===== config.mk =====
export PLATFORM = sky130hd
export DESIGN_NAME = depth_frame_decimate_convert
export DESIGN_NICKNAME = d
export VERILOG_FILES = /design/src/hw/rtl/dfdc_pkg.sv /design/src/hw/rtl/depth_frame_decimate_convert.sv /design/src/hw/rtl/dfdc_csr.sv /design/src/hw/rtl/dfdc_front.sv /design/src/hw/rtl/dfdc_queue.sv /design/src/hw/rtl/dfdc_back.sv
export VERILOG_INCLUDE_DIRS = /design/src /design/src/hw/rtl
export SDC_FILE = /design/constraint.sdc
export NUM_CORES = 1
export LEC_CHECK = 0
export ABC_AREA = 0
export BUFFER_PORTS_ARGS = -buffer_cell sky130_fd_sc_hd__buf_2
export CAP_MARGIN = 20
export CORE_MARGIN = 2
export CORE_UTILIZATION = 40
export CTS_BUF_LIST = sky130_fd_sc_hd__clkbuf_8
export DETAILED_ROUTE_END_ITERATION = 12
export HOLD_SLACK_MARGIN = 0.02
export PLACE_DENSITY = 0.58
export RECOVER_POWER = 100
export SLEW_MARGIN = 10
export SYNTH_ARGS = -nofsm -noshare
export SYNTH_HDL_FRONTEND = slang
export SYNTH_SLANG_ARGS = --single-unit

===== constraint.sdc =====
create_clock -name clock -period 13.3 [get_ports clock]
set_input_delay 0.665 -clock clock [delete_from_list [all_inputs] [get_ports clock]]
set_output_delay 0.665 -clock clock [all_outputs]
set_load 0.05 [all_outputs]

===== src/hw/rtl/depth_frame_decimate_convert_defines.svh =====
// Assertion macros shared by the RTL files.
`ifndef DEPTH_FRAME_DECIMATE_CONVERT_DEFINES_SVH
`define DEPTH_FRAME_DECIMATE_CONVERT_DEFINES_SVH

`ifndef SYNTHESIS
`define DFDC_ASSERT(lbl, prop) \
   lbl: assert property (@(posedge clock) disable iff (reset) prop) \
      else $error("dfdc assertion failed");
`define DFDC_NEVER(lbl, expr) \
   `DFDC_ASSERT(lbl, !(expr))
`else
`define DFDC_ASSERT(lbl, prop)
`define DFDC_NEVER(lbl, expr)
`endif

`endif


===== src/hw/rtl/dfdc_pkg.sv =====
package dfdc_pkg;

   localparam int DEPTH_W      = 16;
   localparam int VALUE_W      = 32;
   localparam int CFG_SIZE_W   = 13;
   localparam int CFG_FACTOR_W = 5;
   localparam int CFG_MODE_W   = 2;
   localparam int CSR_ADDR_W   = 5;
   localparam int CSR_DATA_W   = 32;
   localparam int REG_INDEX_W  = 3;

   localparam logic [REG_INDEX_W-1:0] REG_SOURCE_WIDTH        = 3'd0;
   localparam logic [REG_INDEX_W-1:0] REG_SOURCE_HEIGHT       = 3'd1;
   localparam logic [REG_INDEX_W-1:0] REG_X_FACTOR            = 3'd2;
   localparam logic [REG_INDEX_W-1:0] REG_Y_FACTOR            = 3'd3;
   localparam logic [REG_INDEX_W-1:0] REG_SHADOW_CODE         = 3'd4;
   localparam logic [REG_INDEX_W-1:0] REG_NO_SAMPLE_CODE      = 3'd5;
   localparam logic [REG_INDEX_W-1:0] REG_OUTPUT_MODE         = 3'd6;
   localparam logic [REG_INDEX_W-1:0] REG_DISPARITY_NUMERATOR = 3'd7;

   localparam logic [CFG_MODE_W-1:0] MODE_RAW       = 2'd0;
   localparam logic [CFG_MODE_W-1:0] MODE_METRES    = 2'd1;
   localparam logic [CFG_MODE_W-1:0] MODE_DISPARITY = 2'd2;

   localparam logic [CFG_SIZE_W-1:0]   RESET_SOURCE_WIDTH  = 13'd640;
   localparam logic [CFG_SIZE_W-1:0]   RESET_SOURCE_HEIGHT = 13'd480;
   localparam logic [CFG_FACTOR_W-1:0] RESET_FACTOR        = 5'd1;

   // metres: floor((p*65536 + 500) / 1000) == floor((p*8192 + 62) / 125),
   // and the divide by 125 is a multiply by ceil(2^37 / 125) and a shift
   localparam int METRES_M_W  = 29;
   localparam int RECIP_W     = 31;
   localparam int RECIP_SHIFT = 37;
   localparam int PROD_W      = METRES_M_W + RECIP_W;
   localparam logic [METRES_M_W-1:0] METRES_ROUND = 29'd62;
   localparam logic [RECIP_W-1:0]    RECIP_125    = 31'd1099511628;

   localparam int QUEUE_DEPTH = 4;
   localparam int QPTR_W      = 2;
   localparam int QCNT_W      = 3;
   localparam int DIV_CNT_W   = 5;

   typedef struct packed {
      logic [CFG_SIZE_W-1:0]   source_width;
      logic [CFG_SIZE_W-1:0]   source_height;
      logic [CFG_FACTOR_W-1:0] x_factor;
      logic [CFG_FACTOR_W-1:0] y_factor;
      logic [DEPTH_W-1:0]      shadow_code;
      logic [DEPTH_W-1:0]      no_sample_code;
      logic [CFG_MODE_W-1:0]   output_mode;
      logic [VALUE_W-1:0]      disparity_numerator;
   } cfg_type;

   typedef struct packed {
      logic [DEPTH_W-1:0] pixel;
      logic               valid_res;
      logic               end_of_line;
      logic               end_of_frame;
   } item_type;

   typedef struct packed {
      logic     push;
      item_type item;
   } qin_type;

   typedef struct packed {
      logic     valid;
      logic     full;
      item_type item;
   } qout_type;

   typedef enum logic [1:0] {
      BK_IDLE,
      BK_MUL,
      BK_DIV,
      BK_DONE
   } bk_state_type;

endpackage


===== src/hw/rtl/depth_frame_decimate_convert.sv =====
// Depth frame decimator and converter. Takes 16-bit depth pixels in raster order, one per
// req transaction, keeps those on columns and rows that are multiples of the decimation
// factors, and returns one rsp transaction per kept pixel: raw millimetres, metres in Q16.16
// or disparity in Q16.16, with invalid pixels flagged and zeroed. The input side tracks
// position and takes one pixel a cycle while the queue is not full; kept pixels wait in a
// four-entry queue for the converter, which handles one pixel at a time: raw mode goes
// straight to the output register, metres mode adds one registered multiply and disparity
// mode runs the radix-2 divider that retires one quotient bit a cycle. Dropped pixels are
// not queued. Write the registers only while the block is idle.
module depth_frame_decimate_convert #(
   parameter int MAX_WIDTH  = 4096,
   parameter int MAX_HEIGHT = 4096,
   parameter int MAX_FACTOR = 16
) (
   input  logic                             clock,
   input  logic                             reset,
   input  logic                             req_tvalid,
   output logic                             req_tready,
   input  logic [15:0]                      req_tdata,    // [15:0] depth_mm
   output logic                             rsp_tvalid,
   input  logic                             rsp_tready,
   output logic [31:0]                      rsp_tdata,    // [31:0] value
   output logic                             rsp_tlast,
   output logic [1:0]                       rsp_tuser,    // [0] valid_res, [1] end_of_frame
   input  logic                             csr_psel,
   input  logic                             csr_penable,
   input  logic                             csr_pwrite,
   input  logic [dfdc_pkg::CSR_ADDR_W-1:0]  csr_paddr,
   input  logic [dfdc_pkg::CSR_DATA_W-1:0]  csr_pwdata,
   output logic [dfdc_pkg::CSR_DATA_W-1:0]  csr_prdata,
   output logic                             csr_pready
);
   import dfdc_pkg::*;

   cfg_type  cfg;
   qin_type  qin;
   qout_type qout;
   logic     pop;
   logic     vres;
   logic     eof;

   dfdc_csr u_csr (
      .clock       (clock),
      .reset       (reset),
      .csr_psel    (csr_psel),
      .csr_penable (csr_penable),
      .csr_pwrite  (csr_pwrite),
      .csr_paddr   (csr_paddr),
      .csr_pwdata  (csr_pwdata),
      .csr_prdata  (csr_prdata),
      .csr_pready  (csr_pready),
      .cfg         (cfg)
   );

   dfdc_front #(
      .MAX_WIDTH  (MAX_WIDTH),
      .MAX_HEIGHT (MAX_HEIGHT),
      .MAX_FACTOR (MAX_FACTOR)
   ) u_front (
      .clock      (clock),
      .reset      (reset),
      .cfg        (cfg),
      .req_tvalid (req_tvalid),
      .req_tready (req_tready),
      .req_tdata  (req_tdata),
      .q_full     (qout.full),
      .qin        (qin)
   );

   dfdc_queue u_queue (
      .clock (clock),
      .reset (reset),
      .qin   (qin),
      .pop   (pop),
      .qout  (qout)
   );

   dfdc_back u_back (
      .clock            (clock),
      .reset            (reset),
      .cfg              (cfg),
      .qout             (qout),
      .pop              (pop),
      .rsp_tvalid       (rsp_tvalid),
      .rsp_tready       (rsp_tready),
      .rsp_value        (rsp_tdata),
      .rsp_valid_res    (vres),
      .rsp_end_of_line  (rsp_tlast),
      .rsp_end_of_frame (eof)
   );

   assign rsp_tuser = {eof, vres};

endmodule


===== src/hw/rtl/dfdc_csr.sv =====
module dfdc_csr (
   input  logic                             clock,
   input  logic                             reset,
   input  logic                             csr_psel,
   input  logic                             csr_penable,
   input  logic                             csr_pwrite,
   input  logic [dfdc_pkg::CSR_ADDR_W-1:0]  csr_paddr,
   input  logic [dfdc_pkg::CSR_DATA_W-1:0]  csr_pwdata,
   output logic [dfdc_pkg::CSR_DATA_W-1:0]  csr_prdata,
   output logic                             csr_pready,
   output dfdc_pkg::cfg_type                cfg
);
   import dfdc_pkg::*;

   cfg_type                cfg_ff;
   cfg_type                cfg_in;
   logic [REG_INDEX_W-1:0] index;
   logic                   wr_en;

   assign index      = csr_paddr[CSR_ADDR_W-1:2];
   assign csr_pready = 1'b1;
   assign wr_en      = csr_psel & csr_penable & csr_pwrite & csr_pready;
   assign cfg        = cfg_ff;

   always_comb begin
      cfg_in = cfg_ff;
      if (wr_en) begin
         unique case (index)
            REG_SOURCE_WIDTH:        cfg_in.source_width   = csr_pwdata[CFG_SIZE_W-1:0];
            REG_SOURCE_HEIGHT:       cfg_in.source_height  = csr_pwdata[CFG_SIZE_W-1:0];
            REG_X_FACTOR:            cfg_in.x_factor       = csr_pwdata[CFG_FACTOR_W-1:0];
            REG_Y_FACTOR:            cfg_in.y_factor       = csr_pwdata[CFG_FACTOR_W-1:0];
            REG_SHADOW_CODE:         cfg_in.shadow_code    = csr_pwdata[DEPTH_W-1:0];
            REG_NO_SAMPLE_CODE:      cfg_in.no_sample_code = csr_pwdata[DEPTH_W-1:0];
            REG_OUTPUT_MODE:         cfg_in.output_mode    = csr_pwdata[CFG_MODE_W-1:0];
            REG_DISPARITY_NUMERATOR: cfg_in.disparity_numerator = csr_pwdata[VALUE_W-1:0];
         endcase
      end
   end

   always_comb begin
      unique case (index)
         REG_SOURCE_WIDTH:        csr_prdata = CSR_DATA_W'(cfg_ff.source_width);
         REG_SOURCE_HEIGHT:       csr_prdata = CSR_DATA_W'(cfg_ff.source_height);
         REG_X_FACTOR:            csr_prdata = CSR_DATA_W'(cfg_ff.x_factor);
         REG_Y_FACTOR:            csr_prdata = CSR_DATA_W'(cfg_ff.y_factor);
         REG_SHADOW_CODE:         csr_prdata = CSR_DATA_W'(cfg_ff.shadow_code);
         REG_NO_SAMPLE_CODE:      csr_prdata = CSR_DATA_W'(cfg_ff.no_sample_code);
         REG_OUTPUT_MODE:         csr_prdata = CSR_DATA_W'(cfg_ff.output_mode);
         REG_DISPARITY_NUMERATOR: csr_prdata = CSR_DATA_W'(cfg_ff.disparity_numerator);
      endcase
   end

   always_ff @(posedge clock) begin
      if (reset) begin
         cfg_ff.source_width        <= RESET_SOURCE_WIDTH;
         cfg_ff.source_height       <= RESET_SOURCE_HEIGHT;
         cfg_ff.x_factor            <= RESET_FACTOR;
         cfg_ff.y_factor            <= RESET_FACTOR;
         cfg_ff.shadow_code         <= '0;
         cfg_ff.no_sample_code      <= '0;
         cfg_ff.output_mode         <= MODE_RAW;
         cfg_ff.disparity_numerator <= '0;
      end else begin
         cfg_ff <= cfg_in;
      end
   end

endmodule


===== src/hw/rtl/dfdc_front.sv =====
module dfdc_front #(
   parameter int MAX_WIDTH  = 4096,
   parameter int MAX_HEIGHT = 4096,
   parameter int MAX_FACTOR = 16
) (
   input  logic                          clock,
   input  logic                          reset,
   input  dfdc_pkg::cfg_type             cfg,
   input  logic                          req_tvalid,
   output logic                          req_tready,
   input  logic [dfdc_pkg::DEPTH_W-1:0]  req_tdata,
   input  logic                          q_full,
   output dfdc_pkg::qin_type             qin
);
   import dfdc_pkg::*;

   localparam int COL_W = $clog2(MAX_WIDTH);
   localparam int ROW_W = $clog2(MAX_HEIGHT);
   localparam int PH_W  = $clog2(MAX_FACTOR);
   localparam int POS_W = (COL_W > ROW_W) ? COL_W : ROW_W;
   localparam int DIM_W = ((CFG_SIZE_W > POS_W + 1) ? CFG_SIZE_W : POS_W + 1) + 1;
   localparam int FAC_W = (CFG_FACTOR_W > PH_W + 1) ? CFG_FACTOR_W : PH_W + 1;

   logic [COL_W-1:0] col_ff, col_in;
   logic [ROW_W-1:0] row_ff, row_in;
   logic [PH_W-1:0]  cph_ff, cph_in;
   logic [PH_W-1:0]  rph_ff, rph_in;

   logic [DIM_W-1:0] w_raw, h_raw, w, h;
   logic [FAC_W-1:0] xf_raw, yf_raw, xf, yf;
   logic [DIM_W-1:0] col_ext, row_ext, col_inc, row_inc;
   logic [FAC_W-1:0] cph_inc, rph_inc;
   logic             accept, keep, eol, eof;

   always_comb begin
      w_raw  = DIM_W'(cfg.source_width);
      h_raw  = DIM_W'(cfg.source_height);
      xf_raw = FAC_W'(cfg.x_factor);
      yf_raw = FAC_W'(cfg.y_factor);
      priority if (w_raw == '0)                  w = DIM_W'(1);
      else if (w_raw > DIM_W'(MAX_WIDTH))        w = DIM_W'(MAX_WIDTH);
      else                                       w = w_raw;
      priority if (h_raw == '0)                  h = DIM_W'(1);
      else if (h_raw > DIM_W'(MAX_HEIGHT))       h = DIM_W'(MAX_HEIGHT);
      else                                       h = h_raw;
      priority if (xf_raw == '0)                 xf = FAC_W'(1);
      else if (xf_raw > FAC_W'(MAX_FACTOR))      xf = FAC_W'(MAX_FACTOR);
      else                                       xf = xf_raw;
      priority if (yf_raw == '0)                 yf = FAC_W'(1);
      else if (yf_raw > FAC_W'(MAX_FACTOR))      yf = FAC_W'(MAX_FACTOR);
      else                                       yf = yf_raw;
   end

   assign req_tready = !q_full;
   assign accept     = req_tvalid & req_tready;
   assign col_ext    = DIM_W'(col_ff);
   assign row_ext    = DIM_W'(row_ff);
   assign keep       = (cph_ff == '0) && (rph_ff == '0);
   assign eol        = (col_ext + DIM_W'(xf)) >= w;
   assign eof        = eol && ((row_ext + DIM_W'(yf)) >= h);

   always_comb begin
      qin.push              = accept & keep;
      qin.item.pixel        = req_tdata;
      qin.item.valid_res    = !((req_tdata == '0) || (req_tdata == cfg.no_sample_code)
                                || (req_tdata == cfg.shadow_code));
      qin.item.end_of_line  = eol;
      qin.item.end_of_frame = eof;
   end

   always_comb begin
      col_inc = col_ext + DIM_W'(1);
      row_inc = row_ext + DIM_W'(1);
      cph_inc = FAC_W'(cph_ff) + FAC_W'(1);
      rph_inc = FAC_W'(rph_ff) + FAC_W'(1);
      col_in  = col_ff;
      row_in  = row_ff;
      cph_in  = cph_ff;
      rph_in  = rph_ff;
      if (accept) begin
         cph_in = (cph_inc >= xf) ? '0 : cph_inc[PH_W-1:0];
         col_in = col_inc[COL_W-1:0];
         if (col_inc >= w) begin
            col_in = '0;
            cph_in = '0;
            rph_in = (rph_inc >= yf) ? '0 : rph_inc[PH_W-1:0];
            row_in = row_inc[ROW_W-1:0];
            if (row_inc >= h) begin
               row_in = '0;
               rph_in = '0;
            end
         end
      end
   end

   always_ff @(posedge clock) begin
      if (reset) begin
         col_ff <= '0;
         row_ff <= '0;
         cph_ff <= '0;
         rph_ff <= '0;
      end else begin
         col_ff <= col_in;
         row_ff <= row_in;
         cph_ff <= cph_in;
         rph_ff <= rph_in;
      end
   end

endmodule


===== src/hw/rtl/dfdc_queue.sv =====
`include "depth_frame_decimate_convert_defines.svh"

module dfdc_queue (
   input  logic               clock,
   input  logic               reset,
   input  dfdc_pkg::qin_type  qin,
   input  logic               pop,
   output dfdc_pkg::qout_type qout
);
   import dfdc_pkg::*;

   item_type          mem_ff [QUEUE_DEPTH];
   logic [QPTR_W-1:0] wr_ptr_ff, wr_ptr_in;
   logic [QPTR_W-1:0] rd_ptr_ff, rd_ptr_in;
   logic [QCNT_W-1:0] count_ff, count_in;
   logic              empty;
   logic              full;

   assign empty      = (count_ff == '0);
   assign full       = (count_ff == QCNT_W'(QUEUE_DEPTH));
   assign qout.valid = !empty;
   assign qout.full  = full;
   assign qout.item  = mem_ff[rd_ptr_ff];

   always_comb begin
      wr_ptr_in = wr_ptr_ff;
      rd_ptr_in = rd_ptr_ff;
      count_in  = count_ff;
      if (qin.push) begin
         wr_ptr_in = wr_ptr_ff + QPTR_W'(1);
      end
      if (pop) begin
         rd_ptr_in = rd_ptr_ff + QPTR_W'(1);
      end
      priority if (qin.push && !pop) count_in = count_ff + QCNT_W'(1);
      else if (pop && !qin.push)     count_in = count_ff - QCNT_W'(1);
      else                           count_in = count_ff;
   end

   always_ff @(posedge clock) begin
      if (qin.push) begin
         mem_ff[wr_ptr_ff] <= qin.item;
      end
   end

   always_ff @(posedge clock) begin
      if (reset) begin
         wr_ptr_ff <= '0;
         rd_ptr_ff <= '0;
         count_ff  <= '0;
      end else begin
         wr_ptr_ff <= wr_ptr_in;
         rd_ptr_ff <= rd_ptr_in;
         count_ff  <= count_in;
      end
   end

   `DFDC_NEVER(q_no_overflow, qin.push && full && !pop)
   `DFDC_NEVER(q_no_underflow, pop && empty)
   `DFDC_ASSERT(q_count_matches_ptrs, count_ff[QPTR_W-1:0] == QPTR_W'(wr_ptr_ff - rd_ptr_ff))

endmodule


===== src/hw/rtl/dfdc_back.sv =====
`include "depth_frame_decimate_convert_defines.svh"

module dfdc_back (
   input  logic                          clock,
   input  logic                          reset,
   input  dfdc_pkg::cfg_type             cfg,
   input  dfdc_pkg::qout_type            qout,
   output logic                          pop,
   output logic                          rsp_tvalid,
   input  logic                          rsp_tready,
   output logic [dfdc_pkg::VALUE_W-1:0]  rsp_value,
   output logic                          rsp_valid_res,
   output logic                          rsp_end_of_line,
   output logic                          rsp_end_of_frame
);
   import dfdc_pkg::*;

   bk_state_type         state_ff, state_in;
   item_type             work_ff, work_in;
   logic [VALUE_W-1:0]   res_ff, res_in;
   logic [DEPTH_W-1:0]   rem_ff, rem_in;
   logic [DIV_CNT_W-1:0] cnt_ff, cnt_in;

   logic                 out_valid_ff, out_valid_in;
   logic [VALUE_W-1:0]   out_value_ff, out_value_in;
   logic                 out_vres_ff, out_vres_in;
   logic                 out_eol_ff, out_eol_in;
   logic                 out_eof_ff, out_eof_in;

   logic                  out_free;
   logic [METRES_M_W-1:0] metres_m;
   logic [PROD_W-1:0]     product;
   logic [DEPTH_W:0]      shifted;
   logic [DEPTH_W+1:0]    diff;
   logic                  fits;

   assign out_free = !out_valid_ff || rsp_tready;
   assign pop      = (state_ff == BK_IDLE) && qout.valid;

   assign metres_m = {work_ff.pixel, (METRES_M_W - DEPTH_W)'(0)} + METRES_ROUND;
   assign product  = PROD_W'(metres_m) * PROD_W'(RECIP_125);
   assign shifted  = {rem_ff, res_ff[VALUE_W-1]};
   assign diff     = {1'b0, shifted} - (DEPTH_W + 2)'(work_ff.pixel);
   assign fits     = !diff[DEPTH_W+1];

   always_comb begin
      state_in = state_ff;
      unique case (state_ff)
         BK_IDLE: begin
            if (qout.valid) begin
               if (!qout.item.valid_res) begin
                  state_in = BK_DONE;
               end else begin
                  unique case (cfg.output_mode)
                     MODE_METRES:    state_in = BK_MUL;
                     MODE_DISPARITY: state_in = BK_DIV;
                     default:        state_in = BK_DONE;
                  endcase
               end
            end
         end
         BK_MUL: state_in = BK_DONE;
         BK_DIV: begin
            if (cnt_ff == '0) begin
               state_in = BK_DONE;
            end
         end
         BK_DONE: begin
            if (out_free) begin
               state_in = BK_IDLE;
            end
         end
      endcase
   end

   always_comb begin
      work_in      = work_ff;
      res_in       = res_ff;
      rem_in       = rem_ff;
      cnt_in       = cnt_ff;
      out_valid_in = out_valid_ff && !rsp_tready;
      out_value_in = out_value_ff;
      out_vres_in  = out_vres_ff;
      out_eol_in   = out_eol_ff;
      out_eof_in   = out_eof_ff;
      unique case (state_ff)
         BK_IDLE: begin
            if (pop) begin
               work_in = qout.item;
               rem_in  = '0;
               cnt_in  = DIV_CNT_W'(VALUE_W - 1);
               if (cfg.output_mode == MODE_DISPARITY) begin
                  res_in = cfg.disparity_numerator;
               end else begin
                  res_in = qout.item.valid_res ? VALUE_W'(qout.item.pixel) : '0;
               end
            end
         end
         BK_MUL: res_in = VALUE_W'(product[PROD_W-1:RECIP_SHIFT]);
         BK_DIV: begin
            rem_in = fits ? diff[DEPTH_W-1:0] : shifted[DEPTH_W-1:0];
            res_in = {res_ff[VALUE_W-2:0], fits};
            cnt_in = cnt_ff - DIV_CNT_W'(1);
         end
         BK_DONE: begin
            if (out_free) begin
               out_valid_in = 1'b1;
               out_value_in = work_ff.valid_res ? res_ff : '0;
               out_vres_in  = work_ff.valid_res;
               out_eol_in   = work_ff.end_of_line;
               out_eof_in   = work_ff.end_of_frame;
            end
         end
      endcase
   end

   always_ff @(posedge clock) begin
      work_ff      <= work_in;
      res_ff       <= res_in;
      rem_ff       <= rem_in;
      cnt_ff       <= cnt_in;
      out_value_ff <= out_value_in;
      out_vres_ff  <= out_vres_in;
      out_eol_ff   <= out_eol_in;
      out_eof_ff   <= out_eof_in;
   end

   always_ff @(posedge clock) begin
      if (reset) begin
         state_ff     <= BK_IDLE;
         out_valid_ff <= 1'b0;
      end else begin
         state_ff     <= state_in;
         out_valid_ff <= out_valid_in;
      end
   end

   assign rsp_tvalid       = out_valid_ff;
   assign rsp_value        = out_value_ff;
   assign rsp_valid_res    = out_vres_ff;
   assign rsp_end_of_line  = out_eol_ff;
   assign rsp_end_of_frame = out_eof_ff;

   `DFDC_ASSERT(bk_pop_only_idle, pop |-> (state_ff == BK_IDLE))
   `DFDC_ASSERT(bk_rem_below_divisor, (state_ff == BK_DIV) |-> (rem_ff < work_ff.pixel))
   `DFDC_ASSERT(bk_invalid_is_zero, (out_valid_ff && !out_vres_ff) |-> (out_value_ff == '0))

endmodule

==> out/metrics.cfg, run 1 <==
[floorplanning]
die_area_um2=65800
core_um2=63100
die_w_um=256
pin_count=130
die_y_um=256
start_util_pct=40.4
core.rowCount=92

[placed_design]
port_buffers=126
gp_routability_congestion=0.916
hpwl_um=53900
dpl_cell_area_um2=26900
post-place-ws_ns=5.63

[global_route]
met3_usage_pct=4.05
grt_pass1_vias=19600
grt_max_degree=84
grt_pass1_wl_um=110000
busiest_layer=met2
grtUsageMet2_pct=36.8
track_usage_pct=21.2
grt-ovfl-total=0
antenna_found_initial=9
use_met1_pct=26.6

[cts]
cts.sinks=329
cts_root_buf=clkbuf_8
ctsHoldBuffers=0
cts_buffers=58
postCtsSetupBuffers=0
cts-resized-gates=0
clk_pin_slew_ns=0.06
clk_latency_ns=0.66
clock_path_buffers=3
cts_tree=built
htree_num_levels=2

[timing]
setup_ws_ns=5.34
fmax_mhz=126
rsz0062_at_grt=no
fin_tns_setup_ns=0
fin_skew_ns=0.0306
hold_viol_final=0
slew-limit-headroom_pct=-151
slew_viol_final=341
fin_crit_sh_pct=59.8
period_needed_ns=7.96
worst_slew_pin_slew_ns=3.76
setup_viol=0

[final_layout]
final_util_pct=44.3
fillerInstances=6202
layout.nets=3256
drive_above_1_share_pct=6.22
stdcell_area_um2=27900
synthToLayoutAreaGrowth_pct=9.49

[setup_path]
ff2ff_path_depth=21
cp_data_required_time_ns=13.66
rr_endpoint=u_back.res_ff[15]$_DFFE_PP_
critPathMaxFanout=11
end_kind=flip-flop
crit_chain=ha_1, fa_1, fa_1, inv_1, fa_1, inv_1, fa_1, fa_1, fa_1, inv_1, fa_1, inv_1, ha_1, a21oi_1, o21ai_0, a221oi_1, nand4_1, a221oi_1, o21ai_0, xnor2_1, o21ai_0
worstSetupPathType=flip-flop to flip-flop
start_kind=flip-flop
critPathTopFamily=adder cells
r2r_setup_slack_ns=5.34
worstReg2RegStart=u_back.work_ff[9]$_DFFE_PP_
slowest_stage=edfxtp_1
cp_num_buf_inv=4
crit_top_cell=fa_1
cp_slowest_stage_delay_ns=0.89
critPathArrivalTime_ns=8.31

[drt]
dr.pass1.iters=6
drc=0
wire_per_inst_um=19.5
avgViaCountPerCell=5.34
totalWireLength_um=70000
ant_nets=0
vias=19200
initialDrtViolationCount=1192

[synthesis]
synth_edf_count=183
post-synth-top-area-fraction_pct=21.6
synth_top_family_by_area=adder cells
synth_cells=2602
synth_fp_nets=3157
synthTopCellsByArea=edfxtp_1, ha_1, dfxtp_1
synth-seq-area-share_pct=33.0
syn-cell-area_um2=25500
ys_seq_elements=329
synthMuxAreaShare_pct=4.00
synth_top_area_cell=edfxtp_1
synth-compound-area-share_pct=10.7
synth-main-ff-cell=edfxtp_1
yosysWarnings=0
postSynthAreaPerCell_um2=9.80
ys_types=77
synth-simple-area-share_pct=14.1
synth_xor_area_share_pct=3.78
async_reset_ff_share_pct=0
synth_adder_area_share_pct=28.5

[flow_run]
maxCapViolCount=9

[status]
violations=max-capacitance violations, max-slew violations
outcome=finished, violations left

[worst_hold_path]
min_to=u_csr.cfg[30]$_SDFFE_PP0P_
hold_class=primary input to flip-flop
hold_depth=3
hold_start=csr_pwdata[30]

## stage by stage
| stage | hold WS (ns) | std cells |
|---|---|---|
| CTS | 0.218 | 3595 |
| finish | 0.264 | 3598 |
| floorplan | 0.400 | 2602 |
| detailed placement | 0.418 | 3485 |
| global route | 0.237 | 3598 |
| global placement | 0.414 | 3483 |
## worst min-delay path: stages
cell     delay, ns
buf_2         0.10
nand2_1       0.04
a21oi_1       0.05
## cells in the final DEF, fill, tap and decap left out, types with 7 or more instances in the layout
master	count
ha_1	353
nand2_1	317
inv_1	308
a21oi_1	220
edfxtp_1	183
dfxtp_1	146
fa_1	142
nor2_1	105
clkbuf_1	97
o21ai_0	71
clkbuf_8	67
nand3_1	63
xor2_1	62
xnor2_1	48
mux2i_1	48
and2_1	44
buf_2	39
a21o_1	37
nor3_1	32
and3_1	31
nor2b_1	29
nand4_1	23
and2_0	23
nand2b_1	21
mux4_2	20
nor4_1	18
clkinv_2	12
a31oi_1	11
a22o_1	11
o31ai_1	11
nand4b_1	10
o21a_1	10
nand3b_1	8
a22oi_1	8
mux2_2	8
a221oi_1	7
a211oi_1	7
buf_4	7
## sequential cells by signal (all words and copies together) (netlist names), 3 cells and up, named ones only
signal            count
u_back.rem_ff        16
u_back.rsp_value     32
u_front.row_ff       12
u_front.rph_ff        4
u_front.col_ff       12
u_back.cnt_ff         5
u_queue.count_ff      3
u_back.work_ff       19
u_csr.cfg           102
u_front.cph_ff        4
u_queue.mem_ff       76
u_back.res_ff        32
## worst max path at each step
stage | slack (ns) | cells past startpoint | to | startpoint
4_1_cts | 5.57 | 21 | u_back.res_ff[15]$_DFFE_PP_ | u_back.work_ff[9]$_DFFE_PP_
2_1_floorplan | 6.68 | 21 | u_back.res_ff[19]$_DFFE_PP_ | u_back.work_ff[7]$_DFFE_PP_
5_1_grt | 4.89 | 21 | u_back.res_ff[16]$_DFFE_PP_ | u_back.work_ff[9]$_DFFE_PP_
3_5_place_dp | 5.63 | 21 | u_back.res_ff[16]$_DFFE_PP_ | u_back.work_ff[9]$_DFFE_PP_
3_3_place_gp | 5.67 | 21 | u_back.res_ff[15]$_DFFE_PP_ | u_back.work_ff[9]$_DFFE_PP_
6_report | 5.34 | 21 | u_back.res_ff[15]$_DFFE_PP_ | u_back.work_ff[9]$_DFFE_PP_
## cells by family (layout without fill, tap and decap cells)
logic type,count (synthesis),after routing
xor gates and xnor gates,110,110
other,1,2
DFF,329,329
buffers and inverters,392,541
muxes,76,76
adders and majority gates,495,495
AOI/OAI and AO/OA,448,448
and+or+nand+nor,751,751
## cells in the mapped netlist (10+ instances only)
cell and number:
a21o_1 37, a21oi_1 220, a22o_1 11, a31oi_1 11, and2_1 66, and3_1 31, clkbuf_1 84, dfxtp_1 146
edfxtp_1 183, fa_1 142, ha_1 353, inv_1 287, mux2i_1 48, mux4_2 20, nand2_1 317, nand2b_1 21
nand3_1 63, nand4_1 23, nand4b_1 10, nor2_1 107, nor2b_1 29, nor3_1 32, nor4_1 17, o21a_1 10
o21ai_0 71, o31ai_1 11, xnor2_1 48, xor2_1 62
## layer usage
| layer | wire (um) | part of all wire (%) | vias to the layer above |
|---|---|---|---|
| met3 | 3950 | 5.6 | 131 |
| met5 | 86 | 0.12 | - |
| li1 | - | - | 9205 |
| met4 | 2000 | 2.9 | 14 |
| met1 | 29700 | 42 | 9336 |
| met2 | 34300 | 49 | 512 |
## area by class of cell
class / instances / area [um2] / area share (%)
clock inverter: 43 / 275 / 0.986
tap: 846 / 1060 / 3.79
antenna: 1 / 2.50 / 0.00896
clock buffer: 67 / 922 / 3.30
sequential: 329 / 8420 / 30.2
timing repair buffer: 144 / 623 / 2.23
inverter: 287 / 1080 / 3.86
multi-input combinational: 1881 / 15500 / 55.7
Power of run 1 is left out: the tool's default activity adds up to more than one toggle a clock period on the data nets, which glitch-free logic cannot reach.
==> run 2, diff against run 1 <==
Clock period 13.3 ns to 8.2 ns, I/O delays scaled along.
==> out/metrics.cfg, run 2 (synthesis gave the netlist of run 1 again) <==
[status]
outcome=finished, violations left
violations=max-capacitance violations, max-slew violations

[setup_path]
cp_data_required_time_ns=8.71  ; -4.95 ns
start_kind=flip-flop
slowest_stage=edfxtp_1
critPathMaxFanout=8  ; -3
end_kind=flip-flop
worstSetupPathType=flip-flop to flip-flop
crit_top_cell=fa_1
crit_chain=ha_1, fa_1, fa_1, inv_1, fa_1, inv_1, fa_1, fa_1, fa_1, inv_1, fa_1, inv_1, ha_1, a21oi_1, o21ai_0, a221oi_1, nand4_1, a221oi_2, and3b_1, nor2_1, o31ai_1
cp_slowest_stage_delay_ns=0.70  ; -0.19 ns
critPathArrivalTime_ns=8.03  ; -0.28 ns

[global_route]
grt_pass1_vias=19800  ; +0.82%
grt-ovfl-total=0  ; unchanged
grt_pass1_wl_um=110000  ; +0.31%
track_usage_pct=21.3  ; +0.15 points
grt_max_degree=80  ; -4.8%
antenna_found_initial=7  ; -2

[final_layout]
layout_common_cells=ha_1, nand2_1, inv_1
final_common_cell=ha_1
largest_reg_flops=102  ; unchanged
synthToLayoutAreaGrowth_pct=11.3
layout.nets=3299  ; +1.3%
drive_above_1_share_pct=6.58  ; +0.37 points

[floorplanning]
start_util_pct=40.4  ; unchanged
die_y_um=256  ; unchanged
die_area_um2=65800  ; unchanged
pin_count=130  ; unchanged
core_um2=63100  ; unchanged
core.rowCount=92  ; unchanged
die_w_um=256  ; unchanged

[timing]
rsz0062_at_grt=no
slew_viol_final=278  ; -18%
fmax_mhz=133  ; +5.7%
hold_viol_final=0  ; unchanged
fin_crit_sh_pct=91.8  ; +32 points
fin_skew_ns=0.0579  ; +0.0273 ns
setup_viol=0  ; unchanged
worst_slew_pin_slew_ns=3.75  ; -0.0123 ns
period_needed_ns=7.52  ; -0.433 ns
fin_tns_setup_ns=0  ; unchanged
slew-limit-headroom_pct=-150  ; +0.82 points

[worst_hold_path]
hold_class=primary input to flip-flop

[placed_design]
gp_routability_congestion=0.933  ; +1.8%
hpwl_um=54100  ; +0.36%
port_buffers=126  ; unchanged

[cts]
clock_path_buffers=3  ; unchanged
cts_root_buf=clkbuf_8
clk_latency_ns=0.71  ; +0.05 ns
clk_pin_slew_ns=0.08  ; +0.02 ns
postCtsSetupBuffers=0  ; unchanged
cts-resized-gates=0  ; unchanged
cts_buffers=59  ; +1.7%
cts_tree=built
cts.sinks=329  ; unchanged
ctsHoldBuffers=32  ; +32
htree_num_levels=2  ; unchanged

[drt]
ant_nets=0  ; unchanged
totalWireLength_um=70200  ; +0.35%
wire_per_inst_um=19.3  ; -0.86%
dr.pass1.iters=5  ; -1
vias=19400  ; +1.2%
drc=0  ; unchanged
avgViaCountPerCell=5.33  ; about the same
initialDrtViolationCount=1101  ; -7.6%

[flow_run]
maxCapViolCount=6  ; -3

## run 2: path summary, 6_finish.rpt
check / to / slack (ns) / depth (start not counted) / from
hold reg to reg: u_back.rsp_end_of_frame$_DFFE_PP_ / 0.42 / 0 / u_back.work_ff[0]$_DFFE_PP_
hold / removal: u_csr.cfg[93]$_SDFFE_PP0P_ / 0.07 / 3 / csr_pwdata[4]
setup reg to reg: u_back.res_ff[16]$_DFFE_PP_ / 0.68 / 21 / u_back.work_ff[9]$_DFFE_PP_
setup / recovery: u_back.res_ff[16]$_DFFE_PP_ / 0.68 / 21 / u_back.work_ff[9]$_DFFE_PP_
## run 2: routing by layer
layer / part of all wire [%] / vias to the layer above / GRT usage [%]
met5: 0.11 / - / 0
met4: 4.2 / 12 / 8.82
met3: 5.7 / 165 / 3.90
met2: 48 / 532 / 36.3
met1: 42 / 9412 / 26.6
li1: - / 9298 / -
## run 2: final cells by class
type,count,area [um2]
Timing Repair Buffer,186,1020
Clock buffer,70,963
Clock inverter,42,304
Multi-Input combinational cell,1881,15500
Antenna cell,1,2.50
Fill cell,6178,34700
Tap cell,846,1060
Inverter,287,1080
Sequential cell,329,8420
## run 2: worst max-delay path, delay by kind of cell, from the launching register on
family | cells | cell delay [ns]
buffers and inverters | 4 | 0.21
AND/OR/NAND/NOR | 3 | 0.70
adder cells (fa/ha/maj) | 9 | 4.13
flip-flops | 1 | 0.70
AO/OA/AOI/OAI | 5 | 1.61
## run 2: metrics by stage
step	hold WS [ns]	instances	cell area, um2	utilization (%)	setup WS (ns)
2_1_floorplan	0.400	2602	25500	-	1.58
3_3_place_gp	0.410	3494	27000	42.8	0.769
3_5_place_dp	0.417	3495	27000	42.8	0.735
4_1_cts	0.0222	3639	28600	45.3	0.749
5_1_grt	0.0428	3642	28400	45.0	0.348
6_report	0.0736	3642	28400	45.0	0.676
Power of run 2 is left out for the same reason.
==> run 3, diff against run 2 <==
Settings changed: BUFFER_PORTS_ARGS -buffer_cell sky130_fd_sc_hd__buf_2 to default, CORE_UTILIZATION 40 to 56, DONT_BUFFER_PORTS from default to 1, PLACE_DENSITY 0.58 to 0.73, RECOVER_POWER 100 to default.
==> out/metrics.cfg, run 3 (synthesis gave the netlist of run 1 again) <==
[status]
outcome=finished, final reports clean

[floorplanning]
pin_count=130  ; unchanged
start_util_pct=56.4  ; +16 points
die_area_um2=47300  ; -28%
die_w_um=217  ; -15%
core_um2=45200  ; -28%
core.rowCount=78  ; -15%
die_y_um=217  ; -15%

[timing]
slew_viol_final=0  ; -100%
rsz0062_at_grt=no
fin_tns_setup_ns=0  ; unchanged
fin_skew_ns=0.0344  ; -0.0235 ns
slew-limit-headroom_pct=18.3  ; +170 points
fmax_mhz=134  ; +1.1%
fin_crit_sh_pct=90.8  ; -1.0 points
hold_viol_final=0  ; unchanged
setup_viol=0  ; unchanged
period_needed_ns=7.44  ; -0.0823 ns
worst_slew_pin_slew_ns=1.23  ; -2.52 ns

[setup_path]
cp_data_required_time_ns=8.55  ; -0.16 ns
crit_chain=ha_1, fa_1, fa_1, inv_1, fa_1, inv_1, fa_1, inv_1, fa_1, inv_1, fa_1, inv_1, fa_1, inv_1, ha_1, nand2_1, o21ai_0, a221oi_1, nand4_1, a221oi_2, o21ai_0, xnor2_1, o21ai_0
critPathMaxFanout=10  ; +2
crit_top_cell=fa_1
cp_slowest_stage_delay_ns=0.62  ; -0.08 ns
critPathArrivalTime_ns=7.79  ; -0.24 ns
worstSetupPathType=flip-flop to flip-flop
end_kind=flip-flop
slowest_stage=edfxtp_1
start_kind=flip-flop

[drt]
dr.pass1.iters=6  ; +1
vias=19300  ; -0.52%
initialDrtViolationCount=1426  ; +30%
drc=0  ; unchanged
ant_nets=0  ; unchanged
avgViaCountPerCell=5.89  ; +11%
totalWireLength_um=66900  ; -4.7%
wire_per_inst_um=20.4  ; +5.8%

[cts]
htree_num_levels=2  ; unchanged
cts.sinks=329  ; unchanged
cts_buffers=56  ; -5.1%
cts_root_buf=clkbuf_8
cts-resized-gates=0  ; unchanged
cts_tree=built
clk_latency_ns=0.66  ; -0.05 ns
clock_path_buffers=3  ; unchanged
clk_pin_slew_ns=0.06  ; -0.02 ns

[final_layout]
layout.nets=3186  ; -3.4%
largest_reg_flops=102  ; unchanged
final_common_cell=ha_1
synthToLayoutAreaGrowth_pct=8.94
layout_common_cells=ha_1, nand2_1, inv_1
drive_above_1_share_pct=5.72  ; -0.87 points

[placed_design]
hpwl_um=50200  ; -7.2%
port_buffers=0  ; -100%
gp_routability_congestion=0.962  ; +3.0%

[global_route]
grt_max_degree=143  ; +79%
grt-ovfl-total=0  ; unchanged
antenna_found_initial=3  ; -4
grt_pass1_vias=19800  ; +0.24%
use_met1_pct=34.8  ; +8.2 points
track_usage_pct=28.7  ; +7.4 points
busiest_layer=met2
grtUsageMet2_pct=49.2  ; +13 points
met3_usage_pct=5.28  ; +1.4 points
grt_pass1_wl_um=106000  ; -3.5%

[flow_run]
maxCapViolCount=0  ; -6

[worst_hold_path]
hold_class=primary input to flip-flop

[run 3: through the flow]
step	hold slack, ns	utilization (%)	worst slack [ns]	std cells	instance area (um2)
5_1_grt	0.0884	61.5	0.492	3277	27800
2_1_floorplan	0.400	-	1.58	2602	25500
6_report	0.0726	61.5	0.758	3278	27800
4_1_cts	0.0360	61.4	0.789	3273	27700
3_5_place_dp	0.412	57.6	0.790	3121	26000
3_3_place_gp	0.403	57.5	0.867	3119	26000
[run 3: layout make-up]
type,count,area (um2)
Sequential cell,329,8420
Antenna cell,2,5.00
Multi-Input combinational cell,1881,15600
Clock buffer,67,922
Tap cell,600,751
Clock inverter,36,270
Fill cell,3635,17400
Timing Repair Buffer,76,742
Inverter,287,1080
[run 3: path summary, 6_finish.rpt]
kind,startpoint,end,slack (ns),cells after the start
max,u_back.work_ff[6]$_DFFE_PP_,u_back.res_ff[15]$_DFFE_PP_,0.76,23
min,rsp_tready,u_back.rsp_tvalid$_SDFF_PP0_,0.07,3
max reg2reg,u_back.work_ff[6]$_DFFE_PP_,u_back.res_ff[15]$_DFFE_PP_,0.76,23
min reg2reg,u_back.work_ff[1]$_DFFE_PP_,u_back.rsp_end_of_line$_DFFE_PP_,0.43,0
[run 3: layer usage]
layer | part of all wire [%] | up-vias
met3 | 7.0 | 200
met4 | 5.1 | 4
met5 | 0.034 | -
li1 | - | 9069
met2 | 49 | 697
met1 | 39 | 9348
[run 3: critical path, delay by kind of cell, from the launching register on]
kind	cells	cell delay, ns
XOR/XNOR	1	0.21
AO/OA/AOI/OAI	5	1.38
buffers and inverters	6	0.29
adder cells (fa/ha/maj)	9	4.22
AND/OR/NAND/NOR	2	0.40
flip-flops	1	0.62
[run 3: what timing repair did]
item	4_1_cts	5_1_grt
endpoints found under the hold margin	209	0
hold buffers	49	0
setup buffers	0	0
Power of run 3 is left out for the same reason.
